## src/rtl/ptt_pkg.sv

```systemverilog
package ptt_pkg;

  // Defaults for the top-level parameters
  localparam int NUM_SLOTS_DEF = 16;
  localparam int STEP_MS_DEF   = 10;

  // Fixed field widths
  localparam int DATA_W = 24;
  localparam int SLOT_W = 6;
  localparam int CMD_W  = 2;
  localparam int MODE_W = 2;
  localparam int STAT_W = 2;

  // Command codes
  localparam logic [CMD_W-1:0] CMD_TICK  = 2'd0;
  localparam logic [CMD_W-1:0] CMD_REG   = 2'd1;
  localparam logic [CMD_W-1:0] CMD_UNREG = 2'd2;

  // Reply status codes
  localparam logic [STAT_W-1:0] ST_OK       = 2'd0;
  localparam logic [STAT_W-1:0] ST_PERIOD   = 2'd1;
  localparam logic [STAT_W-1:0] ST_FULL     = 2'd2;
  localparam logic [STAT_W-1:0] ST_NOTFOUND = 2'd3;

  // Result kinds
  localparam logic KIND_REPLY  = 1'b0;
  localparam logic KIND_EXPIRY = 1'b1;

  // Broadcast from the controller to every cell
  typedef struct packed {
    logic              op_tick;
    logic              op_reg;
    logic              clr_en;
    logic [SLOT_W-1:0] clr_idx;
    logic [DATA_W-1:0] reload;
    logic [DATA_W-1:0] count;
    logic [MODE_W-1:0] mode;
  } cell_bus_t;

  // Per-cell status
  typedef struct packed {
    logic              valid;
    logic              expire;
    logic              claim;
    logic [MODE_W-1:0] mode;
  } cell_stat_t;

  // Merged status of the cell row, seen by the controller
  typedef struct packed {
    logic              hit;
    logic              claim;
    logic              srch_end;
    logic [MODE_W-1:0] mode;
  } scan_stat_t;

endpackage

```

## src/rtl/ptt_cell.sv

```systemverilog
// One timer slot. A token walks the row; the holder acts on a broadcast
// tick or register and hands the token and search flag to its neighbor.
module ptt_cell #(
  parameter int CELL_ID = 0
) (
  input  logic                clk,
  input  logic                rst,
  input  ptt_pkg::cell_bus_t  bus,
  input  logic                tok_in,
  input  logic                srch_in,
  output logic                tok_out,
  output logic                srch_out,
  output ptt_pkg::cell_stat_t stat
);

  logic                       tok;
  logic                       srch;
  logic                       valid;
  logic [ptt_pkg::DATA_W-1:0] reload;
  logic [ptt_pkg::DATA_W-1:0] count;
  logic [ptt_pkg::MODE_W-1:0] mode;
  logic                       act_tick;
  logic                       expire;
  logic                       claim;
  logic                       clr_hit;

  always_comb begin
    act_tick = bus.op_tick & tok & valid;
    expire   = act_tick & (count <= ptt_pkg::DATA_W'(1));
    claim    = bus.op_reg & tok & srch & ~valid;
    clr_hit  = bus.clr_en & (bus.clr_idx == ptt_pkg::SLOT_W'(CELL_ID));
  end

  assign tok_out     = tok;
  assign srch_out    = srch & ~claim;
  assign stat.valid  = valid;
  assign stat.expire = expire;
  assign stat.claim  = claim;
  assign stat.mode   = mode;

  // Token and search flag move one cell per cycle
  always_ff @(posedge clk) begin
    if (rst) begin
      tok  <= 1'b0;
      srch <= 1'b0;
    end else begin
      tok  <= tok_in;
      srch <= srch_in;
    end
  end

  // Valid mark
  always_ff @(posedge clk) begin
    if (rst) begin
      valid <= 1'b0;
    end else if (claim) begin
      valid <= 1'b1;
    end else if (clr_hit) begin
      valid <= 1'b0;
    end
  end

  // Slot payload: written on claim, counted down on tick, reloaded on expiry
  always_ff @(posedge clk) begin
    if (claim) begin
      reload <= bus.reload;
      count  <= bus.count;
      mode   <= bus.mode;
    end else if (expire) begin
      count <= reload;
    end else if (act_tick) begin
      count <= count - 1'b1;
    end
  end

endmodule

```

## config.mk

```make
export PLATFORM = sky130hd
export DESIGN_NAME = ptt_cell
export DESIGN_NICKNAME = d
export VERILOG_FILES = /design/src/rtl/ptt_pkg.sv /design/src/rtl/ptt_cell.sv
export SDC_FILE = /design/constraint.sdc
export NUM_CORES = 1
export LEC_CHECK = 0
export ABC_AREA = 1
export BUFFER_PORTS_ARGS = -buffer_cell sky130_fd_sc_hd__buf_4
export CORE_MARGIN = 5
export CORE_UTILIZATION = 54
export CTS_CLUSTER_DIAMETER = 40
export DETAILED_ROUTE_END_ITERATION = 6
export GPL_ROUTABILITY_DRIVEN = 0
export MAX_ROUTING_LAYER = met4
export PLACE_DENSITY = 0.76
export SLEW_MARGIN = 15
export SYNTH_ARGS = -nofsm -noshare
export SYNTH_HDL_FRONTEND = slang
export SYNTH_SLANG_ARGS = --single-unit
export TNS_END_PERCENT = 100
```

## constraint.sdc

```tcl
create_clock -name clk -period 2.8 [get_ports clk]
set_input_delay 0.28 -clock clk [delete_from_list [all_inputs] [get_ports clk]]
set_output_delay 0.28 -clock clk [all_outputs]
set_load 0.01 [all_outputs]
```

==> summary.txt, run 1 <==
Run status
  • Status: complete, no violations

Clock network
  • H-tree depth: 2
  • Post_cts resized: 0
  • # clock sinks: 53
  • CTS Hold Buffers Added: 0
  • Worst-case clock buffer depth: 2
  • Clock transition at path regs: 0.09 ns
  • Setup repair bufs after CTS: 0
  • CTS tree: done
  • Worst-Skew Late Latency: 0.30 ns
  • CTS Root Cell: clkbuf_8
  • TritonCTS Buffers: 5

Finish
  • Area Growth Syn to Fin: 21.40%
  • Share of layout cells above drive strength 1: a little over a fifth
  • Fin area: between 3000 and 4000 µm²
  • Multi-input logic area: 1265 µm²
  • Reg area: 1562 µm²
  • Post-layout nets: 518
  • Final Non-Filler Cells: approximately 530
  • ANT cells: 0
  • # fillers: 470

Synthesis
  • Mapped Area: 3082 µm²
  • Post-synth top area cell: edfxtp_1
  • Yosys top cell area share: a little under 50%
  • Yosys reg bits: 53
  • Seq/Total Area, Yosys: between 50 and 60%
  • Synth area leaders: edfxtp_1 49%, nand2_1 17%, nand3_1 6.7%
  • Synth unique cells: 24
  • Syn_nets: 451
  • Cells after Synth: 386
  • Yosys warning total: 0
  • Mean post-synth cell area: 7.984 µm²

Timing
  • Hold Fails Final Rpt: 0
  • Final Cycle Share: between 80% and 90%
  • Tmin final: about 2.4 ns
  • Sum Neg Setup Slack: 0 ns
  • Fmax: about 410 MHz
  • Worst-Margin Slew: 0.6213 ns
  • Slew HR: 58.58%
  • Final Setup Violations: 0
  • Clock skew: roughly 0.0037 ns
  • RSZ-0062 raised after global routing: no
  • Slew Viols, Final: 0

Setup path
  • R2r startpoint: count[0]$_DFFE_PP_
  • Reg2Reg Depth: 10
  • Max FO, Critical Path: 12
  • Crit end category: output port
  • Startpoint class of the critical path: flop
  • Worst R2R End: count[21]$_DFFE_PP_
  • Worst EP arrival: 2.14 ns
  • Reg2Reg Setup Slack: around 0.63 ns
  • Required @ worst endpoint: ~2.5 ns
  • Setup CP Type: flop to output port

Run
  • Max-cap violations: 0

Floorplan
  • Die H: 85.55 µm
  • # rows: 27
  • Ports: 70
  • Chip Width: ~86 µm
  • Initial Util: between 50 and 60%
  • Total core area: roughly 5500 µm²
  • Die footprint: 7318 µm²

Route
  • Initial DRC Count: 181
  • Mean number of vias per cell: around 5
  • Via count: 2,659
  • Final ANT Viol Nets: 0
  • Wirelength, routed: roughly 7000 µm
  • DRC Markers: 0
  • 1st-pass router iterations: 5
  • WL/cell: 12.94 µm

Power
  • Clock power frac: 34.3%
  • P_sw: 0.2929 mW
  • Switching share of power: 19.51%
  • Design Power: 1.501 mW
  • Internal power: 1.208 mW
  • Comb pwr share: under 10%
  • Cell Pwr Density: 401.2 nW/µm²
  • Sequential power share: 58.7%
  • VDD IR max: between 0.2 and 0.3 mV
  • P_leak: 1.723 nW

Global route
  • Initial antenna violation count: 0
  • Tot GR Track Use: 19.56%
  • Global-route wire length before repair: between 10,000 and 15,000 µm
  • Vias in the first global route: 2,591
  • Grt ovf: 0
  • Pin count of the biggest net entering global routing: 60

Placement
  • Post-Place Cell Area: 3633 µm²
  • # placed instances: 518
  • # port buffers: slightly below 70
  • Detailed placement HPWL: roughly 5000 µm

Worst hold path
  • Hold Crit Class: input port to flop
  • Origin of the worst min-delay path: rst
  • Hold Crit Endpoint: srch$_SDFF_PP0_
  • Hold Path Depth: 2
## layout make-up
type	instances	share of cell area, %
Sequential cell	53	41.74
Multi-Input combinational cell	275	33.81
Timing Repair Buffer	73	14.65
Inverter	45	4.515
Tap cell	72	2.408
Clock buffer	6	1.940
Clock inverter	2	0.9365
## power groups by stage
stage	logic (mW)	clock network [mW]	registers, mW
2_1_floorplan	0.0309	0	0.898
3_3_place_gp	0.103	0	0.898
3_5_place_dp	0.106	0	0.899
4_1_cts	0.106	0.523	0.881
5_1_grt	0.116	0.557	0.882
6_report	0.105	0.515	0.881
## critical path, cell delays in order (launching register included)
cell,delay [ns]
edfxtp_1,0.44
inv_1,0.13
ha_1,0.22
inv_1,0.07
nand2_1,0.07
nand2_1,0.05
nor2_1,0.12
nand2_2,0.08
nor2_2,0.43
buf_4,0.22
## layout by cell type (no fill, tap or decap), types with 2 or more instances in the layout
master,Yosys,final
nand2_1,136,136
buf_4,5,73
edfxtp_1,50,50
inv_1,44,44
nor2_1,44,44
nand3_1,41,41
nand3b_1,14,14
nor2_2,8,8
a21oi_1,8,8
nand4_1,8,8
clkbuf_8,0,5
nand2_2,4,4
xnor2_1,3,3
dfxtp_1,3,3
xor2_1,2,2
ha_1,2,2
## stage by stage
stage	setup slack (ns)	util, %	hold WS [ns]
after detailed placement	0.6718	65.58	0.4593
after global placement	0.7479	65.58	0.4580
after CTS	0.3514	67.52	0.1352
after floorplan	0.6236	-	0.3491
final	0.3762	67.52	0.1378
after global routing	0.1707	67.52	0.1231
## how the worst max path moves through the flow
| stage | startpoint | to | slack [ns] | depth (start not counted) |
|---|---|---|---|---|
| after floorplan | tok_out$_SDFF_PP0_ | stat[2] | 0.62 | 4 |
| after global placement | count[0]$_DFFE_PP_ | count[9]$_DFFE_PP_ | 0.75 | 10 |
| after detailed placement | count[0]$_DFFE_PP_ | count[11]$_DFFE_PP_ | 0.67 | 10 |
| after CTS | count[0]$_DFFE_PP_ | stat[3] | 0.35 | 9 |
| after global routing | count[0]$_DFFE_PP_ | stat[3] | 0.17 | 9 |
| final | count[0]$_DFFE_PP_ | stat[3] | 0.38 | 9 |
## per-layer routing
metal | vias up | GRT usage, % | part of all wire [%]
met2 | 112 | 32.56 | 48
met4 | 0 | 4.317 | 1.0
met1 | 1164 | 24.86 | 43
li1 | 1375 | - | -
met5 | - | - | 0
met3 | 8 | 3.842 | 7.7
## flip-flops by register name (all words and copies together) (netlist names)
signal / flops
tok_out: 1
srch: 1
count: 24
valid: 1
reload: 24
mode: 2
## Yosys cell counts
| cell type | n |
|---|---|
| inv_2 | 1 |
| nand2_1 | 136 |
| and3_1 | 1 |
| nor2_4 | 1 |
| nor2_2 | 8 |
| xor2_1 | 2 |
| inv_1 | 44 |
| buf_2 | 4 |
| nand3_1 | 41 |
| clkbuf_1 | 2 |
| nand3b_1 | 14 |
| dfxtp_1 | 3 |
| ha_1 | 2 |
| nor3_1 | 1 |
| a21oi_1 | 8 |
| edfxtp_1 | 50 |
| nor2_1 | 44 |
| nor3_4 | 1 |
| nand2_2 | 4 |
| buf_6 | 2 |
| o21ai_0 | 1 |
| nand4_1 | 8 |
| xnor2_1 | 3 |
| buf_4 | 5 |
## logic make-up (layout without fill, tap and decap cells)
family | count (synthesis) | in the layout | share of synthesized area, %
flip-flops | 53 | 53 | 50.67
AO/OA/AOI/OAI | 9 | 9 | 1.462
adder cells (fa/ha/maj) | 2 | 2 | 0.8119
XOR/XNOR | 5 | 5 | 1.421
AND/OR/NAND/NOR | 259 | 259 | 37.31
buffers and inverters | 58 | 126 | 8.323
Power figures use the tool's default switching activity.
==> inputs of run 2 (changes only) <==
--- a/config.mk
+++ b/config.mk
@@ -10,8 +10,10 @@
 export CORE_MARGIN = 5
 export CORE_UTILIZATION = 54
 export CTS_CLUSTER_DIAMETER = 40
+export CTS_CLUSTER_SIZE = 8
 export DETAILED_ROUTE_END_ITERATION = 6
 export GPL_ROUTABILITY_DRIVEN = 0
+export GPL_TIMING_DRIVEN = 0
 export MAX_ROUTING_LAYER = met4
 export PLACE_DENSITY = 0.76
 export SLEW_MARGIN = 15
==> summary.txt, run 2 (synthesized netlist as in run 1, its figures left out) <==
Floorplan
  • Chip Width: 85.55 µm (unchanged)
  • Die H: 85.55 µm (unchanged)
  • Initial Util: 55.62% (unchanged)
  • Ports: 70 (unchanged)
  • Total core area: 5540 µm² (unchanged)
  • # rows: 27 (unchanged)
  • Die footprint: 7318 µm² (unchanged)

Timing
  • Tmin final: 2.447 ns (+0.02274 ns)
  • Worst-Margin Slew: 1.048 ns (+0.4264 ns)
  • Final Cycle Share: 87.38% (+0.81 points)
  • Slew Viols, Final: 0 (unchanged)
  • Slew HR: 29.98% (-29 points)
  • RSZ-0062 raised after global routing: no
  • Final worst setup slack: 0.3534 ns (-0.02274 ns)
  • Min Hold Slack: 0.1309 ns (-0.006984 ns)
  • Sum Neg Setup Slack: 0 ns (unchanged)
  • Final Setup Violations: 0 (unchanged)
  • Hold Fails Final Rpt: 0 (unchanged)
  • Clock skew: 0.009379 ns (+0.005630 ns)
  • Fmax: 408.7 MHz (-0.93%)

Route
  • DRC Markers: 0 (unchanged)
  • Mean number of vias per cell: 5.162 (+2.1%)
  • Wirelength, routed: 7241 µm (+6.4%)
  • Initial DRC Count: 240 (+33%)
  • Via count: 2,767 (+4.1%)
  • WL/cell: 13.51 µm (+4.4%)
  • 1st-pass router iterations: 5 (unchanged)
  • Final ANT Viol Nets: 0 (unchanged)

Placement
  • # port buffers: 69 (unchanged)
  • Detailed placement HPWL: 5466 µm (+7.6%)
  • Setup WS pre-CTS: 0.4925 ns (-0.1793 ns)

Power
  • Cell Pwr Density: 398.1 nW/µm² (-0.78%)
  • VDD IR max: 0.2412 mV (-16%)
  • Switching share of power: 20.31% (+0.79 points)
  • Clock power frac: 35.1% (+0.8 points)
  • Internal power: 1.215 mW (+0.57%)
  • P_sw: 0.3096 mW (+5.7%)
  • Design Power: 1.525 mW (+1.6%)
  • Comb pwr share: 7.1% (about the same)
  • P_leak: 1.778 nW (+3.2%)
  • Sequential power share: 57.8% (-0.9 points)

Clock network
  • Clock transition at path regs: 0.10 ns (about the same)
  • Worst-Skew Late Latency: 0.31 ns (about the same)
  • # clock sinks: 53 (unchanged)
  • TritonCTS Buffers: 5 (unchanged)
  • Worst-case clock buffer depth: 2 (unchanged)
  • CTS Root Cell: clkbuf_8
  • CTS Hold Buffers Added: 0 (unchanged)
  • Setup repair bufs after CTS: 0 (unchanged)
  • Post_cts resized: 0 (unchanged)
  • CTS tree: done
  • H-tree depth: 2 (unchanged)

Worst hold path
  • Hold Crit Class: input port to flop

Finish
  • Post-layout nets: 528 (+1.9%)
  • Multi-input logic area: 1264 µm² (about the same)
  • Biggest regs: count (24), reload (24), mode (2)
  • ANT cells: 0 (unchanged)
  • Share of layout cells above drive strength 1: 22.41% (+1.3 points)
  • Leading cell type in the layout, fill and taps excluded: nand2_1
  • Area Growth Syn to Fin: 24.28%
  • Reg area: 1562 µm² (unchanged)
  • # fillers: 461 (-1.9%)
  • Most frequent cells in the layout: 136 x nand2_1, 74 x buf_4, 50 x edfxtp_1

Global route
  • Global-route wire length before repair: 12,210 µm (+7.7%)
  • Grt ovf: 0 (unchanged)
  • Tot GR Track Use: 21.16% (+1.6 points)
  • Vias in the first global route: 2,751 (+6.2%)
  • Initial antenna violation count: 0 (unchanged)
  • Pin count of the biggest net entering global routing: 25 (-58%)

Setup path
  • Required @ worst endpoint: 2.52 ns (about the same)
  • Worst EP arrival: 2.17 ns (+0.03 ns)
  • Startpoint class of the critical path: flop
  • Crit end category: output port
  • Setup CP Type: flop to output port
  • Max FO, Critical Path: 10 (-2)

Run
  • Max-cap violations: 0 (unchanged)

Run status
  • Status: complete, no violations
==> run 2: final timing paths <==
check | startpoint | endpoint | slack, ns | depth (start not counted)
worst max-delay path | count[0]$_DFFE_PP_ | stat[3] | 0.35 | 11
worst min-delay path | rst | srch$_SDFF_PP0_ | 0.13 | 2
worst max register to register | valid$_SDFFE_PP0P_ | count[23]$_DFFE_PP_ | 0.47 | 6
worst min register to register | valid$_SDFFE_PP0P_ | valid$_SDFFE_PP0P_ | 0.51 | 2
==> run 2: metrics by stage <==
stage	util, %	instances	cell area [µm²]
floorplan	-	386	3082
global placement	66.60	527	3690
detailed placement	67.12	528	3719
CTS	69.13	536	3830
global route	69.13	536	3830
finish	69.13	536	3830
==> run 2: layer usage <==
layer / global-route usage (%) / share of wire, % / vias to the layer above
met5: - / 0 / -
met4: 4.748 / 0.94 / 0
met3: 3.650 / 6.0 / 8
met2: 35.66 / 49 / 107
met1: 26.76 / 44 / 1255
li1: - / - / 1397
==> run 2: power by group through the flow <==
stage	Sequential, mW	Clock, mW	Combinational [mW]
after global routing	0.882	0.568	0.120
after global placement	0.899	0	0.104
after floorplan	0.898	0	0.0309
after CTS	0.881	0.538	0.109
after detailed placement	0.899	0	0.109
final	0.881	0.535	0.109
==> run 2: final cells by class <==
cell class,instances,area share [%]
clock inverter,2,1.013
inverter,45,4.410
timing repair buffer,70,14.24
buffer,13,2.320
tap,72,2.352
clock buffer,6,1.895
sequential,53,40.77
multi-input combinational,275,33.00
==> run 2: worst max-delay path, cell delays in order, from the launching register on <==
cell	delay, ns
edfxtp_1	0.46
inv_1	0.14
ha_1	0.23
inv_1	0.07
nand2_1	0.07
nand2_1	0.05
nor2_1	0.13
nand2_2	0.08
nor2_2	0.17
buf_4	0.22
buf_4	0.12
buf_4	0.10
==> inputs of run 3 (changes only) <==
--- a/config.mk
+++ b/config.mk
@@ -5,10 +5,9 @@
 export SDC_FILE = /design/constraint.sdc
 export NUM_CORES = 1
 export LEC_CHECK = 0
-export ABC_AREA = 1
 export BUFFER_PORTS_ARGS = -buffer_cell sky130_fd_sc_hd__buf_4
 export CORE_MARGIN = 5
-export CORE_UTILIZATION = 54
+export CORE_UTILIZATION = 53
 export CTS_CLUSTER_DIAMETER = 40
 export CTS_CLUSTER_SIZE = 8
 export DETAILED_ROUTE_END_ITERATION = 6
@@ -16,6 +15,7 @@
 export GPL_TIMING_DRIVEN = 0
 export MAX_ROUTING_LAYER = met4
 export PLACE_DENSITY = 0.76
+export SETUP_SLACK_MARGIN = 0.5
 export SLEW_MARGIN = 15
 export SYNTH_ARGS = -nofsm -noshare
 export SYNTH_HDL_FRONTEND = slang
==> summary.txt, run 3 <==
Synthesis
  • Simple-Gate Fraction of Synth Area: 17.17% (-20 points)
  • Adder-cell share of the synthesized area: 0.9234% (+0.11 points)
  • Synth area leaders: edfxtp_1 55%, o21ai_0 3.1%, nor3_1 3.0%
  • Main synth FF type: edfxtp_1
  • Yosys reg bits: 53 (unchanged)
  • Syn_nets: 297 (-34%)
  • Main combinational cell family by area after synthesis: simple AND/OR/NAND/NOR gates
  • Most numerous cell in the Yosys netlist: edfxtp_1
  • Seq/Total Area, Yosys: 57.62% (+6.9 points)
  • Compound-Gate Fraction of Synth Area: 11.96% (+10 points)
  • Commonest cells in the netlist: 50 x edfxtp_1, 21 x nand2_1, 19 x nor2_1
  • Mean post-synth cell area: 11.68 µm² (+46%)
  • Post-synthesis mux area share: 2.585% (+2.6 points)
  • Yosys warning total: 0 (unchanged)
  • Post-synth ARST share: 0% (unchanged)
  • EDFF count, synth: 50 (unchanged)
  • Synth unique cells: 49 (+100%)
  • Post-synth top area cell: edfxtp_1
  • Yosys top cell area share: 55.40% (+6.7 points)
  • Cells after Synth: 232 (-40%)
  • Post-Synth XOR/XNOR Area: 4.201% (+2.8 points)
  • Mapped Area: 2710 µm² (-12%)

Floorplan
  • Chip Width: 81.51 µm (-4.7%)
  • Ports: 70 (unchanged)
  • Die footprint: 6644 µm² (-9.2%)
  • # rows: 26 (-3.7%)
  • Initial Util: 53.75% (-1.9 points)
  • Total core area: 5042 µm² (-9.0%)
  • Die H: 81.51 µm (-4.7%)

Setup path
  • Reg2Reg Depth: 9 (+3)
  • R2r startpoint: count[17]$_DFFE_PP_
  • CP cell instances: or4_4 -> nand2b_4 -> or4_4 -> buf_12 -> clkinv_8 -> buf_8 -> buf_4 -> buf_4
  • Crit. Startpoint: count[17]$_DFFE_PP_
  • Crit path max-delay family: simple AND/OR/NAND/NOR gates
  • Setup CP Type: flop to output port
  • Required @ worst endpoint: 2.52 ns (about the same)
  • CP Buf/Inv Count: 5 (unchanged)
  • Crit path to: stat[3]
  • CP peak stage delay: 0.54 ns (+0.08 ns)
  • CP max-delay cell: or4_4
  • Max FO, Critical Path: 3 (-7)
  • Worst EP arrival: 2.35 ns (+0.18 ns)
  • Worst R2R End: count[13]$_DFFE_PP_
  • Crit end category: output port
  • Startpoint class of the critical path: flop
  • Stages on worst setup path: 8 (-3)
  • Reg2Reg Setup Slack: 0.28 ns (-0.19 ns)

Power
  • P_leak: 1.450 nW (-18%)
  • P_sw: 0.2944 mW (-4.9%)
  • Sequential power share: 55.2% (-2.6 points)
  • Internal power: 1.303 mW (+7.3%)
  • Switching share of power: 18.43% (-1.9 points)
  • Cell Pwr Density: 415.8 nW/µm² (+4.5%)
  • Comb pwr share: 6.9% (-0.2 points)
  • Clock power frac: 37.9% (+2.8 points)
  • Design Power: 1.598 mW (+4.8%)
  • VDD IR max: 0.3174 mV (+32%)

Timing
  • Final Setup Violations: 0 (unchanged)
  • Worst-Margin Slew: 0.8650 ns (-0.1827 ns)
  • Clock skew: 0.006304 ns (-0.003076 ns)
  • Hold Fails Final Rpt: 0 (unchanged)
  • Slew HR: 42.34% (+12 points)
  • Final worst setup slack: 0.1656 ns (-0.1878 ns)
  • Final Cycle Share: 94.09% (+6.7 points)
  • Tmin final: 2.634 ns (+0.1878 ns)
  • Slew Viols, Final: 0 (unchanged)
  • Fmax: 379.6 MHz (-7.1%)
  • RSZ-0062 raised after global routing: yes

Finish
  • Post-layout nets: 391 (-26%)
  • Fin area: 3842 µm² (+0.33%)
  • Biggest regs: count (24), reload (24), mode (2)
  • Leading cell type in the layout, fill and taps excluded: buf_4
  • Area Growth Syn to Fin: 41.78%
  • # fillers: 331 (-28%)
  • ANT cells: 0 (unchanged)
  • Most frequent cells in the layout: 85 x buf_4, 50 x edfxtp_1, 20 x nand2_1
  • Share of layout cells above drive strength 1: 44.65% (+22 points)

Placement
  • Setup WS pre-CTS: 0.07130 ns (-0.4212 ns)
  • Post-Place Cell Area: 3351 µm² (-9.9%)
  • # port buffers: 69 (unchanged)
  • Detailed placement HPWL: 4419 µm (-19%)

Route
  • Via count: 2,202 (-20%)
  • Wirelength, routed: 6824 µm (-5.8%)
  • 1st-pass router iterations: 4 (-1)
  • Final ANT Viol Nets: 0 (unchanged)
  • WL/cell: 17.19 µm (+27%)
  • Initial DRC Count: 137 (-43%)
  • Mean number of vias per cell: 5.547 (+7.4%)
  • DRC Markers: 0 (unchanged)

Clock network
  • H-tree depth: 2 (unchanged)
  • CTS tree: done
  • Worst-Skew Late Latency: 0.31 ns (about the same)
  • TritonCTS Buffers: 5 (unchanged)
  • # clock sinks: 53 (unchanged)
  • Worst-case clock buffer depth: 2 (unchanged)
  • CTS Root Cell: clkbuf_8
  • Clock transition at path regs: 0.10 ns (about the same)

Global route
  • Vias in the first global route: 2,066 (-25%)
  • Tot GR Track Use: 20.92% (-0.24 points)
  • Initial antenna violation count: 0 (unchanged)
  • Pin count of the biggest net entering global routing: 25 (unchanged)
  • Global-route wire length before repair: 9949 µm (-18%)
  • Grt ovf: 0 (unchanged)

Run status
  • Status: complete, no violations

Worst hold path
  • Hold Crit Class: input port to flop

Run
  • Max-cap violations: 0 (unchanged)
==> run 3: cell types whose count changed after synthesis, moves of 6 or more <==
cell / before / now
nand2_1: 136 / 21
nor3_1: 1 / 16
inv_1: 44 / 4
nor2_2: 8 / 0
nand3b_1: 14 / 1
o21ai_1: 0 / 15
nor2_1: 44 / 19
xnor2_1: 3 / 9
o21ai_0: 1 / 17
mux2i_1: 0 / 7
nand3_1: 41 / 5
nand4_1: 8 / 1
==> run 3: layout make-up <==
| type | count | area (µm²) | area share (%) |
|---|---|---|---|
| buffer | 14 | 145.1 | 3.777 |
| clock buffer | 5 | 68.82 | 1.791 |
| clock inverter | 3 | 65.06 | 1.693 |
| inverter | 5 | 31.28 | 0.8141 |
| multi-input combinational | 160 | 1155 | 30.06 |
| sequential | 53 | 1562 | 40.64 |
| tap | 70 | 87.58 | 2.279 |
| timing repair buffer | 87 | 728.2 | 18.95 |
==> run 3: cell families after synthesis <==
family | after synthesis
compound gates | 51
xor+xnor | 13
fa+ha+maj | 2
buf+inv | 19
flops | 53
mux | 7
simple gates | 87
==> run 3: power groups by stage <==
stage / Sequential [mW] / Clock [mW] / Combinational (mW)
after floorplan: 0.898 / 0 / 0.0258
after global placement: 0.898 / 0 / 0.0997
after detailed placement: 0.898 / 0 / 0.104
after CTS: 0.881 / 0.603 / 0.107
after global routing: 0.883 / 0.643 / 0.119
final: 0.882 / 0.606 / 0.110
==> run 3: stage by stage <==
step	TNS [ns]	cells	utilization [%]	hold slack, ns
after global placement	-0.05539	371	65.88	0.4577
after floorplan	0	232	-	0.3491
after detailed placement	0	372	66.45	0.4593
after CTS	0	389	72.06	0.1315
final	0	397	76.20	0.1336
after global routing	0	397	76.20	0.1216
==> run 3: timing repair <==
action,4_1_cts,5_1_grt
hold buffers,0,0
pin swaps,3,7
buffers inserted,9,6
cloned,0,2
resized for setup,24,29
endpoints found under the setup margin,50,26
==> run 3: worst min path at each step <==
stage                     startpoint  slack, ns  cells past startpoint                    to
final                            rst       0.13                      2    valid$_SDFFE_PP0P_
after floorplan                  rst       0.35                      1    valid$_SDFFE_PP0P_
after global placement           rst       0.46                      2    valid$_SDFFE_PP0P_
after detailed placement      bus[0]       0.46                      1     mode[0]$_DFFE_PP_
after CTS                        rst       0.13                      2    valid$_SDFFE_PP0P_
after global routing         bus[45]       0.12                      1  reload[19]$_DFFE_PP_
==> run 3: metal layers <==
metal	wire length, µm	part of all wire (%)	up-vias	track usage [%]
li1	-	-	1059	-
met1	2743	40	1053	27.14
met2	3524	52	76	34.04
met3	430	6.3	14	3.618
met4	126	1.8	0	5.743
met5	0	0	-	-
